`src/sv/bpcm_pkg.sv`:
```
// package for the buffer pool clock manager: codes, widths and the result record
`timescale 1ns / 1ps
package bpcm_pkg;
   localparam int FRAMES_DEFAULT = 16;
   localparam int PAGE_W = 31;
   localparam int PIN_W = 8;

   typedef enum logic [2:0] {
      ACT_PIN = 3'd0, ACT_UNPIN = 3'd1, ACT_FREE = 3'd2,
      ACT_FLUSH = 3'd3, ACT_FLUSH_ALL = 3'd4, ACT_COUNT = 3'd5
   } action_type;

   typedef enum logic [2:0] {
      ST_OK = 3'd0, ST_NOT_IN_POOL = 3'd1, ST_POOL_FULL = 3'd2,
      ST_NOT_PINNED = 3'd3, ST_STILL_PINNED = 3'd4, ST_FLUSH_NOT_FOUND = 3'd5
   } status_type;

   typedef enum logic [1:0] {
      MARK_AVAIL = 2'd0, MARK_REF = 2'd1, MARK_PIN = 2'd2
   } mark_type;

   typedef struct packed {
      status_type        status;
      logic [5:0]        frame_index;
      logic              write_request;
      logic [PAGE_W-1:0] wb_page;
      logic              read_request;
      logic              dealloc_request;
      logic [6:0]        unpinned_count;
      logic              last;
   } result_type;
endpackage

```
`src/sv/buffer_pool_clock_manager.sv`:
```
// top level of the buffer pool clock manager: frame table in memory and sequencer
//
//  channel  direction  ports                     payload
//  req      in         req_tvalid/tready/tdata   action, page_id, start_empty
//  rsp      out        rsp_tvalid/tready/tdata   status .. unpinned_count
//                      rsp_tlast                 last
//
// each request walks the frame memory one entry per cycle: a lookup pass over
// all frames, then for a pin miss a clock scan of one frame per cycle, up to
// 2*FRAMES+1 steps, then the write back of the victim and the result.
// flush all emits one result per valid frame, or a single one if none is valid,
// and its pass stalls on rsp_tready while a result waits.
// synchronous active-high reset clears the valid bits, pin counts and marks
// (those are flip-flop arrays) and puts the hand on the last frame; page ids
// live in a memory that needs no clearing.
// rsp holds a registered result; req is accepted only when idle.
`timescale 1ns / 1ps
module buffer_pool_clock_manager #(
   parameter int FRAMES = bpcm_pkg::FRAMES_DEFAULT
) (
   input  logic        clock,
   input  logic        reset,
   input  logic        req_tvalid,
   output logic        req_tready,
   // action [2:0], page_id [33:3], start_empty [34], zero [39:35]
   input  logic [39:0] req_tdata,
   output logic        rsp_tvalid,
   input  logic        rsp_tready,
   // status [2:0], frame_index [8:3], write_request [9], wb_page [40:10],
   // read_request [41], dealloc_request [42], unpinned_count [49:43], zero [55:50]
   output logic [55:0] rsp_tdata,
   output logic        rsp_tlast
);
   localparam int FW = $clog2(FRAMES);
   localparam int PW = bpcm_pkg::PAGE_W;
   localparam int SW = $clog2(2*FRAMES+2);

   typedef enum logic [2:0] {
      S_IDLE, S_LOOK, S_SCAN, S_EXEC, S_FALL, S_OUT
   } state_type;

   // frame page memory, one synchronous read port
   logic [PW-1:0] page_mem [FRAMES];
   logic [PW-1:0] rd_data_ff;
   logic [FW-1:0] rd_addr;
   logic          wr_en;
   logic [FW-1:0] wr_addr;
   logic [PW-1:0] wr_data;

   always_ff @(posedge clock) begin
      if (wr_en) begin
         page_mem[wr_addr] <= wr_data;
      end
      rd_data_ff <= page_mem[rd_addr];
   end

   logic [FRAMES-1:0]          valid_ff;
   logic [bpcm_pkg::PIN_W-1:0] pin_ff [FRAMES];
   bpcm_pkg::mark_type         mark_ff [FRAMES];
   logic [FW-1:0]              hand_ff;

   state_type           state_ff;
   bpcm_pkg::action_type act_ff;
   logic [PW-1:0]       page_ff;
   logic                empty_ff;
   logic [FW:0]         idx_ff;      // address issued
   logic [FW-1:0]       cmp_ff;      // frame whose page is in rd_data_ff
   logic                cmp_v_ff;
   logic                hit_ff;
   logic [FW-1:0]       hit_idx_ff;
   logic [SW-1:0]       steps_ff;
   logic                any_ff;
   logic [6:0]          cnt_ff;
   bpcm_pkg::result_type res_ff;
   logic                rsp_v_ff;

   assign req_tready = (state_ff == S_IDLE) && !rsp_v_ff;
   assign rsp_tvalid = rsp_v_ff;
   assign rsp_tlast  = res_ff.last;
   assign rsp_tdata  = {6'd0, res_ff.unpinned_count, res_ff.dealloc_request,
                        res_ff.read_request, res_ff.wb_page, res_ff.write_request,
                        res_ff.frame_index, res_ff.status};

   logic [FW-1:0] hand_nx;
   assign hand_nx = (hand_ff == FW'(FRAMES-1)) ? '0 : hand_ff + 1'b1;

   always_comb begin
      rd_addr = idx_ff[FW-1:0];
      // keep the flushed frame's page on the read port while its result waits
      if (state_ff == S_LOOK && act_ff == bpcm_pkg::ACT_FLUSH_ALL && cmp_v_ff
          && valid_ff[cmp_ff]) rd_addr = cmp_ff;
      if (state_ff == S_EXEC || state_ff == S_SCAN) rd_addr = hand_ff;
      // victim takes the new page
      wr_en = (state_ff == S_FALL);
      wr_addr = hand_ff;
      wr_data = page_ff;
   end

   always_ff @(posedge clock) begin
      if (reset) begin
         state_ff <= S_IDLE;
         rsp_v_ff <= 1'b0;
         valid_ff <= '0;
         hand_ff  <= FW'(FRAMES-1);
         for (int i = 0; i < FRAMES; i++) begin
            pin_ff[i]  <= '0;
            mark_ff[i] <= bpcm_pkg::MARK_AVAIL;
         end
      end else begin
         if (rsp_v_ff && rsp_tready) rsp_v_ff <= 1'b0;
         case (state_ff)
            S_IDLE: begin
               if (req_tvalid && req_tready) begin
                  act_ff   <= bpcm_pkg::action_type'(req_tdata[2:0]);
                  page_ff  <= req_tdata[33:3];
                  empty_ff <= req_tdata[34];
                  idx_ff   <= '0;
                  cmp_v_ff <= 1'b0;
                  hit_ff   <= 1'b0;
                  any_ff   <= 1'b0;
                  cnt_ff   <= '0;
                  state_ff <= S_LOOK;
               end
            end
            S_LOOK: begin
               // lookup pass; flush all also emits here
               if (act_ff == bpcm_pkg::ACT_FLUSH_ALL && cmp_v_ff && valid_ff[cmp_ff]) begin
                  if (!rsp_v_ff || rsp_tready) begin
                     res_ff <= '{status: (pin_ff[cmp_ff] != 0) ? bpcm_pkg::ST_STILL_PINNED
                                         : bpcm_pkg::ST_OK,
                                 frame_index: 6'(cmp_ff), write_request: 1'b1,
                                 wb_page: rd_data_ff, read_request: 1'b0,
                                 dealloc_request: 1'b0, unpinned_count: '0,
                                 last: (valid_ff >> (int'(cmp_ff)+1)) == '0};
                     rsp_v_ff <= 1'b1;
                     any_ff   <= 1'b1;
                     valid_ff[cmp_ff] <= 1'b0;
                     cmp_v_ff <= 1'b0;
                     idx_ff   <= {1'b0, cmp_ff} + 1'b1;
                  end
               end else begin
                  if (cmp_v_ff) begin
                     if (!hit_ff && valid_ff[cmp_ff] && rd_data_ff == page_ff) begin
                        hit_ff <= 1'b1;
                        hit_idx_ff <= cmp_ff;
                     end
                     if (pin_ff[cmp_ff] == 0) cnt_ff <= cnt_ff + 1'b1;
                  end
                  if (idx_ff == (FW+1)'(FRAMES)) begin
                     cmp_v_ff <= 1'b0;
                     if (cmp_v_ff) state_ff <= S_EXEC;
                  end else begin
                     cmp_ff   <= idx_ff[FW-1:0];
                     cmp_v_ff <= 1'b1;
                     idx_ff   <= idx_ff + 1'b1;
                  end
                  if (idx_ff == (FW+1)'(FRAMES) && !cmp_v_ff) state_ff <= S_EXEC;
               end
            end
            S_EXEC: begin
               if (!rsp_v_ff || rsp_tready) begin
                  res_ff <= '{status: bpcm_pkg::ST_OK, frame_index: 6'(hit_idx_ff),
                              write_request: 1'b0, wb_page: '0, read_request: 1'b0,
                              dealloc_request: 1'b0, unpinned_count: '0, last: 1'b1};
                  state_ff <= S_IDLE;
                  rsp_v_ff <= 1'b1;
                  case (act_ff)
                     bpcm_pkg::ACT_PIN: begin
                        if (hit_ff) begin
                           if (pin_ff[hit_idx_ff] != '1)
                              pin_ff[hit_idx_ff] <= pin_ff[hit_idx_ff] + 1'b1;
                           mark_ff[hit_idx_ff] <= bpcm_pkg::MARK_PIN;
                        end else begin
                           rsp_v_ff <= 1'b0;
                           hand_ff  <= hand_nx;
                           steps_ff <= '0;
                           state_ff <= S_SCAN;
                        end
                     end
                     bpcm_pkg::ACT_UNPIN: begin
                        if (!hit_ff) begin
                           res_ff.status <= bpcm_pkg::ST_NOT_IN_POOL;
                           res_ff.frame_index <= '0;
                        end else if (pin_ff[hit_idx_ff] == 0) begin
                           res_ff.status <= bpcm_pkg::ST_NOT_PINNED;
                        end else begin
                           pin_ff[hit_idx_ff] <= pin_ff[hit_idx_ff] - 1'b1;
                           if (pin_ff[hit_idx_ff] == 1)
                              mark_ff[hit_idx_ff] <= bpcm_pkg::MARK_REF;
                        end
                     end
                     bpcm_pkg::ACT_FREE: begin
                        if (!hit_ff) begin
                           res_ff.frame_index <= '0;
                           res_ff.dealloc_request <= 1'b1;
                        end else if (pin_ff[hit_idx_ff] > 1) begin
                           res_ff.status <= bpcm_pkg::ST_STILL_PINNED;
                        end else begin
                           pin_ff[hit_idx_ff]  <= '0;
                           mark_ff[hit_idx_ff] <= bpcm_pkg::MARK_AVAIL;
                           valid_ff[hit_idx_ff] <= 1'b0;
                           res_ff.dealloc_request <= 1'b1;
                        end
                     end
                     bpcm_pkg::ACT_FLUSH: begin
                        if (!hit_ff) begin
                           res_ff.status <= bpcm_pkg::ST_FLUSH_NOT_FOUND;
                           res_ff.frame_index <= '0;
                        end else begin
                           valid_ff[hit_idx_ff] <= 1'b0;
                           res_ff.write_request <= 1'b1;
                           res_ff.wb_page <= page_ff;
                           if (pin_ff[hit_idx_ff] != 0)
                              res_ff.status <= bpcm_pkg::ST_STILL_PINNED;
                        end
                     end
                     bpcm_pkg::ACT_FLUSH_ALL: begin
                        rsp_v_ff <= !any_ff;
                        res_ff.frame_index <= '0;
                     end
                     bpcm_pkg::ACT_COUNT: begin
                        res_ff.frame_index <= '0;
                        res_ff.unpinned_count <= cnt_ff;
                     end
                     default: rsp_v_ff <= 1'b0;
                  endcase
               end
            end
            S_SCAN: begin
               // one frame of the clock per cycle; hand already advanced
               if (mark_ff[hand_ff] == bpcm_pkg::MARK_AVAIL) begin
                  state_ff <= S_FALL;
               end else begin
                  if (mark_ff[hand_ff] == bpcm_pkg::MARK_REF)
                     mark_ff[hand_ff] <= bpcm_pkg::MARK_AVAIL;
                  if (steps_ff == SW'(2*FRAMES)) begin
                     res_ff <= '{status: bpcm_pkg::ST_POOL_FULL, frame_index: '0,
                                 write_request: 1'b0, wb_page: '0, read_request: 1'b0,
                                 dealloc_request: 1'b0, unpinned_count: '0, last: 1'b1};
                     state_ff <= S_OUT;
                  end else begin
                     steps_ff <= steps_ff + 1'b1;
                     hand_ff  <= hand_nx;
                  end
               end
            end
            S_FALL: begin
               // old page of the victim is in rd_data_ff now
               res_ff <= '{status: bpcm_pkg::ST_OK, frame_index: 6'(hand_ff),
                           write_request: valid_ff[hand_ff],
                           wb_page: valid_ff[hand_ff] ? rd_data_ff : '0,
                           read_request: !empty_ff, dealloc_request: 1'b0,
                           unpinned_count: '0, last: 1'b1};
               valid_ff[hand_ff] <= 1'b1;
               pin_ff[hand_ff]   <= 8'd1;
               mark_ff[hand_ff]  <= bpcm_pkg::MARK_PIN;
               state_ff <= S_OUT;
            end
            S_OUT: begin
               if (!rsp_v_ff || rsp_tready) begin
                  rsp_v_ff <= 1'b1;
                  state_ff <= S_IDLE;
               end
            end
            default: state_ff <= S_IDLE;
         endcase
      end
   end

`ifndef SYNTHESIS
   // no new request while a result or a pass is pending
   a_ready_idle: assert property (@(posedge clock) disable iff (reset)
      req_tready |-> (state_ff == S_IDLE && !rsp_v_ff))
      else $error("request taken while busy");
   // a held result keeps its data
   a_rsp_hold: assert property (@(posedge clock) disable iff (reset)
      rsp_tvalid && !rsp_tready |=> $stable(rsp_tdata) && rsp_tvalid)
      else $error("result changed while stalled");
   // the clock hand stays inside the pool
   a_hand_range: assert property (@(posedge clock) disable iff (reset)
      int'(hand_ff) < FRAMES)
      else $error("clock hand out of range");
`endif
endmodule
```
`config.mk`:
```
export PLATFORM = sky130hd
export DESIGN_NAME = buffer_pool_clock_manager
export DESIGN_NICKNAME = d
export VERILOG_FILES = /design/src/sv/bpcm_pkg.sv /design/src/sv/buffer_pool_clock_manager.sv
export SDC_FILE = /design/constraint.sdc
export NUM_CORES = 1
export LEC_CHECK = 0
export BUFFER_PORTS_ARGS = -buffer_cell sky130_fd_sc_hd__clkbuf_2
export CORE_ASPECT_RATIO = 1.2
export CORE_MARGIN = 2
export CORE_UTILIZATION = 55
export DETAILED_ROUTE_END_ITERATION = 10
export GPL_TIMING_DRIVEN = 0
export PLACE_DENSITY_LB_ADDON = 0.05
export SYNTH_ARGS = -nofsm -noshare
export SYNTH_HDL_FRONTEND = slang
export SYNTH_SLANG_ARGS = --single-unit
```
`constraint.sdc`:
```
create_clock -name clock -period 14.5 [get_ports clock]
set_input_delay 1.45 -clock clock [delete_from_list [all_inputs] [get_ports clock]]
set_output_delay 1.45 -clock clock [all_outputs]
set_load 0.05 [all_outputs]
```
# After elaboration in Yosys (flattened, before gate mapping)

Memories as Yosys holds them, arrays and structs flattened. A register that Yosys moved wholly into a read port is not among the register bits.
Cells that the tools add are included.

Output and inout port bits: 59
RAM bits: 656
Bits of input ports: 44
Memories: 3
Logic and storage cells: 310
Register bits: 139

Memories:

| name     | depth | bits a word | read ports | clocked after memory_dff | wr ports | line                            | text |
|---|---|---|---|---|---|---|---|
| page_mem | 16    | 31          | 1          | 1                        | 1        | buffer_pool_clock_manager.sv:43 | `logic [PW-1:0] page_mem [FRAMES];` |
| pin_ff   | 16    | 8           | 2          | 2                        | 16       | buffer_pool_clock_manager.sv:58 | `logic [bpcm_pkg::PIN_W-1:0] pin_ff [FRAMES];` |
| mark_ff  | 16    | 2           | 1          | 1                        | 16       | buffer_pool_clock_manager.sv:59 | `bpcm_pkg::mark_type mark_ff [FRAMES];` |

Shift-type cells: 1
Order comparisons: 7
Equal/unequal tests: 40
Add/subtract/negate cells: 8
Reduce and logical (&&, ||, !) cells: 53
Bitwise operators: 13
Multiplexer cells: 162

Operators by type and width:

| kind             | number |
|---|---|
| $mux 51          | 5 |
| $pmux 51 s4      | 1 |
| $mux 16          | 6 |
| $mux 1           | 70 |
| $mux 4           | 17 |
| $mux 32          | 2 |
| $pmux 16 s3      | 1 |
| $mux 3           | 15 |
| $mux 7           | 5 |
| $and 16x16->16   | 2 |
| $mux 8           | 4 |
| $not 16->16      | 2 |
| $pmux 16 s2      | 1 |
| $eq 31x31->1     | 1 |
| $mux 31          | 1 |
| $mux 6           | 5 |
| $pmux 6 s2       | 2 |
| $reduce_and 7->1 | 3 |
| $mux 5           | 4 |
| $pmux 3 s6       | 1 |
| $reduce_and 6->1 | 3 |
| $logic_not 16->1 | 1 |
| $logic_not 8->1  | 2 |
| $mux 2           | 8 |
| other kinds (53) | 122 |

# Longest topological paths before layout

Gate-level depths: netlist (run 1).

Depth in word-level cells: 14
Depth in mapped cells: 14
Depth with buffers taken out: 11

# Worst setup path before layout (run 1)

Ideal clock, no wire load.

Path kind: register -> register
From: reg cmp_ff[1]
To: reg res_ff, in the netlist rsp_tdata[0], enable pin
Buffers on the path: 2
Library setup time: 0.516 ns
Required time: 13.984 ns
Data arrival time: 5.485 ns
Stages on the path, launching flop included: 10
Clock period less this slack: 6.002 ns
Path slack: 8.498 ns
Cell sequence: edfxtp_1 buf_4 nand2b_1 a41oi_1 nand3_1 a21oi_1 clkbuf_1 a21oi_1 o32a_1 nor3_1

Longest elaborated chain between the ends: 5

Ends and longest elaborated chain:

| item                         | line                             | text |
|---|---|---|
| start, declared              | buffer_pool_clock_manager.sv:67  | `logic [FW-1:0] cmp_ff;` |
| start signal, assigned       | buffer_pool_clock_manager.sv:153 | `cmp_ff <= idx_ff[FW-1:0];` |
| $bmux 1 s4                   | buffer_pool_clock_manager.sv:127 | `if (act_ff == bpcm_pkg::ACT_FLUSH_ALL && cmp_v_ff && valid_ff[cmp_ff]) begin` |
| $mux 1 (implied by the code) | buffer_pool_clock_manager.sv:127 |  |
| $logic_and 1x1->1            | buffer_pool_clock_manager.sv:127 |  |
| $ne 2x1->1 (no line)         | n/a                              |  |
| $reduce_and 7->1 (no line)   | n/a                              |  |
| end signal, assigned         | buffer_pool_clock_manager.sv:129 | `res_ff <= '{status: (pin_ff[cmp_ff] != 0) ? bpcm_pkg::ST_STILL_PINNED` |
| end signal, assigned         | buffer_pool_clock_manager.sv:162 | `res_ff <= '{status: bpcm_pkg::ST_OK, frame_index: 6'(hit_idx_ff),` |
| end signal, assigned         | buffer_pool_clock_manager.sv:237 | `res_ff <= '{status: bpcm_pkg::ST_POOL_FULL, frame_index: '0,` |
| end, declared                | buffer_pool_clock_manager.sv:74  | `bpcm_pkg::result_type res_ff;` |

Every way passes these cells. The select of a mux whose other input is x is not followed.
A chain may end at the register's enable or synchronous reset.

==> impl_metrics.env, run 1 <==
export IMPL_status="finished, final reports clean"
export IMPL_ys_flop_type="edfxtp_1"
export IMPL_io_buffers=89
export IMPL_cp_arrival_ps=5710
export IMPL_io_pins=103
export IMPL_fp_dieW_um=239
export IMPL_post_cts_buffers=0
export IMPL_num_vias=24520
export IMPL_grt_pass1_vias=24484
export IMPL_skew_ps=30.8
export IMPL_fin_ws_ps=9050
export IMPL_grt_pass1_wl_um=157000
export IMPL_synth_xor_area_share_pct=1.22
export IMPL_antenna_found_initial=1
export IMPL_dp_hpwl_um=75400
export IMPL_mostFrequentLayoutCell="edfxtp_1"
export IMPL_async_reset_ff_share_pct=0
export IMPL_postRouteAntennaNets=0
export IMPL_diodes=0
export IMPL_core_um2=65700
export IMPL_synth_simple_area_share_pct=8.09
export IMPL_dp_worst_setup_slack_ps=9010
export IMPL_hp_class="reg2reg"
export IMPL_p_total_mw=7.46
export IMPL_synth_top_area_cell="edfxtp_1"
export IMPL_first_iter_violations=2932
export IMPL_grt_ovfl_total=0
export IMPL_cts_buffers_inserted=84
export IMPL_final_hold_viol_count=0
export IMPL_grt_max_degree=32
export IMPL_fillers=4954
export IMPL_fmax_ghz=0.184
export IMPL_synth_edf_count=769
export IMPL_worstPathMaxFanout=10
export IMPL_clk_pin_slew_ps=60
export IMPL_cts_sinks=836
export IMPL_cts_hold_buf=0
export IMPL_relSlewSlack_pct=4.38
export IMPL_via_per_inst=6.61
export IMPL_ys_warn_count=0
export IMPL_clock_path_buffers=3
export IMPL_final_cell_mix="edfxtp_1 (769), nor2_1 (227), clkbuf_1 (161)"
export IMPL_layout_nets=2853
export IMPL_required_ps=14770
export IMPL_start_util_pct=55.4
export IMPL_route_detailed_wl_per_inst_um=28.9
export IMPL_drive_above_1_share_pct=14.6
export IMPL_synthMuxAreaShare_pct=7.68
export IMPL_synth_cell_area_um2=36400
export IMPL_synth_top_family_by_area="compound AO/OA/AOI/OAI gates"
export IMPL_powerDensity_nw_per_um2=180
export IMPL_fin_crit_sh_pct=37.6
export IMPL_drv_cap=0
export IMPL_tritoncts="built"
export IMPL_rows=103
export IMPL_maxSlewViolCount=0
export IMPL_fin_tns_setup_ps=0
export IMPL_p_leak_nw=14.1
export IMPL_syn_inst=2590
export IMPL_syn2layout_area_growth_pct=13.8
export IMPL_postSynthAreaPerCell_um2=14.1
export IMPL_htreeDepth=3
export IMPL_tightest_slew_ps=1420
export IMPL_place_gp_congestion=0.954
export IMPL_dp_cells=3552
export IMPL_layoutNonFillerInstCount=3710
export IMPL_cp_end_kind="flip-flop"
export IMPL_cts_root_buffer="clkbuf_16"
export IMPL_ys_seq_elements=836
export IMPL_dr_pass1_iters=8
export IMPL_ys_types=89
export IMPL_die_area_um2=68300
export IMPL_cts_resized=0
export IMPL_yosysSeqAreaShare_pct=67.0
export IMPL_grt_usage_pct=31.4
export IMPL_startpoint_type="flip-flop"
export IMPL_rsz0062_at_grt="no"
export IMPL_synth_top_area_share_pct=63.4
export IMPL_path_class="reg2reg"
export IMPL_die_h_um=286
export IMPL_insertion_delay_ps=660
export IMPL_wl_um=107000
export IMPL_peakVddDrop_v=0.000126
export IMPL_synthAdderAreaFrac_pct=0.378
export IMPL_report_final_setup_viol=0
export IMPL_ys_top_cells_by_area="edfxtp_1 (63%), mux2i_1 (3.8%), dfxtp_1 (3.7%), mux4_2 (3.5%), o31ai_1 (2.6%)"
export IMPL_synth_compound_area_share_pct=12.3
export IMPL_drc=0
export IMPL_fin_crit_ps=5450
-- layer usage --
metal | track usage (%) | wire length [µm]
met1 | 38.6 | 40100
met4 | 17.5 | 6300
met5 | 0 | 13
met3 | 5.06 | 7530
met2 | 53.0 | 53200
-- synthesized netlist by cell type, types with 33 or more instances --
| cell type | count |
|---|---|
| edfxtp_1 | 769 |
| nor2_1 | 243 |
| clkbuf_1 | 141 |
| mux2i_1 | 139 |
| o31ai_1 | 128 |
| nand2_1 | 78 |
| inv_1 | 73 |
| o211ai_1 | 69 |
| o22ai_1 | 69 |
| a31oi_1 | 67 |
| dfxtp_1 | 67 |
| o311ai_0 | 63 |
| mux4_2 | 56 |
| nand3_1 | 50 |
| nor3_1 | 45 |
| xnor2_1 | 39 |
| a22o_1 | 37 |
| or3b_1 | 33 |
-- kinds of logic after synthesis --
kind of cell	after synthesis
adder cells (fa/ha/maj)	11
XOR/XNOR	48
AND/OR/NAND/NOR	590
AO/OA/AOI/OAI	619
multiplexers	208
flip-flops	836
buffers and inverters	277
other	1
-- area by class of cell --
cell class / count / area, µm² / share of cell area (%)
flip-flops and latches: 836 / 24400 / 58.9
well taps: 840 / 1050 / 2.53
clock buffers: 113 / 2330 / 5.63
multi-input cells: 1484 / 11000 / 26.5
repair buffers: 115 / 940 / 2.27
inverters: 77 / 289 / 0.697
plain buffers: 200 / 895 / 2.16
clock inverters: 45 / 561 / 1.35
-- sequential cells by signal, indices dropped and copies added, names as in the netlist, 4 cells and up, named ones only --
signal / count
cmp_ff: 4
cnt_ff: 7
hand_ff: 4
hit_idx_ff: 4
idx_ff: 5
mark_ff: 32
page_ff: 31
page_mem: 496
pin_ff: 128
rd_data_ff: 31
rsp_tdata: 48
steps_ff: 6
valid_ff: 16
-- per-stage QoR --
step                instance area [µm²]  utilization, %  hold slack (ps)
floorplan                         36500               -              424
global placement                  38000            57.8              449
detailed placement                38600            58.7              442
CTS                               41500            63.1              455
global route                      41500            63.1              482
finish                            41500            63.1              455
-- where the power goes --
part	leakage, nW	total [mW]	internal [mW]	switching, mW
Clock	1.41	2.28	1.32	0.954
Combinational	5.01	2.09	0.699	1.40
Sequential	7.71	3.09	2.89	0.197
-- worst max-delay path: stages (launching register included) --
cell,delay [ps]
dfxtp_1,320
clkbuf_1,530
buf_1,580
mux4_2,420
mux4_2,620
inv_2,140
ha_1,300
nor2_1,160
nor4_1,610
nand2_1,210
nor3b_4,240
buf_2,260
o21ai_1,680
-- final timing paths --
check | from | end | slack [ps] | depth (start not counted)
worst max-delay path | flip-flop | pin_ff[5][1] | 9050 | 12
worst min-delay path | idx_ff[2] | cmp_ff[2] | 450 | 0
worst max register to register | flip-flop | pin_ff[5][1] | 9050 | 12
worst min register to register | idx_ff[2] | cmp_ff[2] | 450 | 0
Power figures use the tool's default switching activity.
==> inputs of run 2 (changes only) <==
==> constraint.sdc (replaced) <==
create_clock -name clock -period 4.69 [get_ports clock]
set_input_delay 0.469 -clock clock [delete_from_list [all_inputs] [get_ports clock]]
set_output_delay 0.469 -clock clock [all_outputs]
set_load 0.05 [all_outputs]
==> run 2 against run 1 <==
First-iteration DRC count is 6.2% lower. Non-clock buffer count is 31 higher. Via count is 0.20% lower. Design area is 0.84% higher. Combinational power grew to 3.1 times the previous value. Critical path type unchanged. Routed wire length is 0.94% lower. Sequential share of layout area is 0.49 points lower. Largest cell class unchanged. Clock skew is 1.7 ps lower. Worst setup slack worse by 8900 ps.
==> impl_metrics.env, run 2 (synthesis results as in run 1) <==
export IMPL_core_um2=65700
export IMPL_status="finished, final reports clean"
export IMPL_peakVddDrop_v=0.000387
export IMPL_io_pins=103
export IMPL_maxSlewViolCount=0
export IMPL_drive_above_1_share_pct=14.9
export IMPL_clock_path_buffers=3
export IMPL_final_cell_mix="edfxtp_1 (769), nor2_1 (226), clkbuf_1 (156)"
export IMPL_skew_ps=29.1
export IMPL_wl_um=106000
export IMPL_rsz0062_at_grt="no"
export IMPL_cts_sinks=836
export IMPL_hp_class="in2reg"
export IMPL_rows=103
export IMPL_die_area_um2=68300
export IMPL_htreeDepth=3
export IMPL_dp_worst_setup_slack_ps=-783
export IMPL_fmax_ghz=0.220
export IMPL_p_leak_nw=14.2
export IMPL_drv_cap=0
export IMPL_cp_arrival_ps=5040
export IMPL_grt_pass1_wl_um=156000
export IMPL_num_vias=24472
export IMPL_route_detailed_wl_per_inst_um=28.4
export IMPL_cp_end_kind="flip-flop"
export IMPL_fp_dieW_um=239
export IMPL_antenna_found_initial=0
export IMPL_fin_hold_ws_ps=26.9
export IMPL_p_total_mw=22.8
export IMPL_fin_crit_sh_pct=96.9
export IMPL_io_buffers=89
export IMPL_report_final_setup_viol=0
export IMPL_start_util_pct=55.4
export IMPL_via_per_inst=6.55
export IMPL_grt_ovfl_total=0
export IMPL_tritoncts="built"
export IMPL_cts_root_buffer="clkbuf_16"
export IMPL_required_ps=5180
export IMPL_mostFrequentLayoutCell="edfxtp_1"
export IMPL_insertion_delay_ps=650
export IMPL_worstPathMaxFanout=10
export IMPL_tightest_slew_ps=1320
export IMPL_grt_max_degree=24
export IMPL_fin_tns_setup_ps=0
export IMPL_first_iter_violations=2751
export IMPL_grt_pass1_vias=24489
export IMPL_path_class="reg2reg"
export IMPL_clk_pin_slew_ps=60
export IMPL_drc=0
export IMPL_syn2layout_area_growth_pct=14.8
export IMPL_largest_reg_flops=496
export IMPL_fin_crit_ps=4540
export IMPL_layout_nets=2882
export IMPL_postRouteAntennaNets=0
export IMPL_grt_usage_pct=31.1
export IMPL_place_gp_congestion=0.956
export IMPL_dp_hpwl_um=74400
export IMPL_startpoint_type="flip-flop"
export IMPL_fin_ws_ps=148
export IMPL_powerDensity_nw_per_um2=544
export IMPL_final_hold_viol_count=0
export IMPL_dr_pass1_iters=6
export IMPL_die_h_um=286
export IMPL_cts_buffers_inserted=82
export IMPL_relSlewSlack_pct=11.8
export IMPL_regMostFlops="page_mem"
run 2: cell types whose count changed in the layout (fill, tap and decap cells not counted), sizes merged:
cell and delta:
diode +1, inv -2, dlygate4sd3 +31, buf +2
clkbuf -6, clkinvlp +1, clkdlybuf4s15 +1, bufinv -2
run 2: cell type report:
| class | instances | area (µm²) |
|---|---|---|
| antenna | 1 | 2.50 |
| buffer | 199 | 911 |
| clock buffer | 110 | 2240 |
| clock inverter | 42 | 504 |
| fill | 4955 | 23900 |
| inverter | 77 | 289 |
| multi-input combinational | 1484 | 11100 |
| sequential | 836 | 24400 |
| tap | 840 | 1050 |
| timing repair buffer | 147 | 1260 |
run 2: metal layers:
layer  up-vias  global-route usage (%)  part of all wire, %
met4         0                    17.5                  6.0
met3       306                    4.41                  7.0
li1      10742                       -                    -
met5         -                       0                    0
met1     12218                    39.0                   38
met2      1206                    52.2                   49
run 2: where the power goes:
part	total (mW)	switching (mW)	internal, mW
clock network	6.70	2.87	3.83
registers	9.57	0.616	8.95
logic	6.48	4.31	2.17
run 2: worst paths after layout:
kind	end	cells after the start	slack, ps	start
worst max register to register	rsp_tdata[19]	9	150	state_ff[1]
worst min register to register	cmp_ff[2]	0	490	idx_ff[2]
worst min-delay path	act_ff[0]	1	30	req_tdata[0]
worst max-delay path	rsp_tdata[19]	9	150	state_ff[1]
run 2: metrics by stage:
step                instances  cell area, µm²  util [%]
global placement         3526           38000      57.8
floorplan                2597           36500         -
finish                   3736           41800      63.6
global route             3735           41800      63.6
CTS                      3730           41700      63.4
detailed placement       3548           38600      58.7
run 2: what timing repair did:
item	4_1_cts	5_1_grt
endpoints found under the setup margin	272	173
hold buffers	31	0
resized for setup	18	23
setup buffers	0	5
hold endpoints to repair	31	0
pin swaps	0	2
run 2: critical path: stages, from the launching register on:
cell             delay (ps)
dfxtp_1                 430
nor2b_1                 170
clkbuf_1                360
clkbuf_1                720
clkbuf_1                540
and2_1                  410
nand2_1                 160
nor2_2                  500
clkdlybuf4s15_1         770
a22o_1                  320
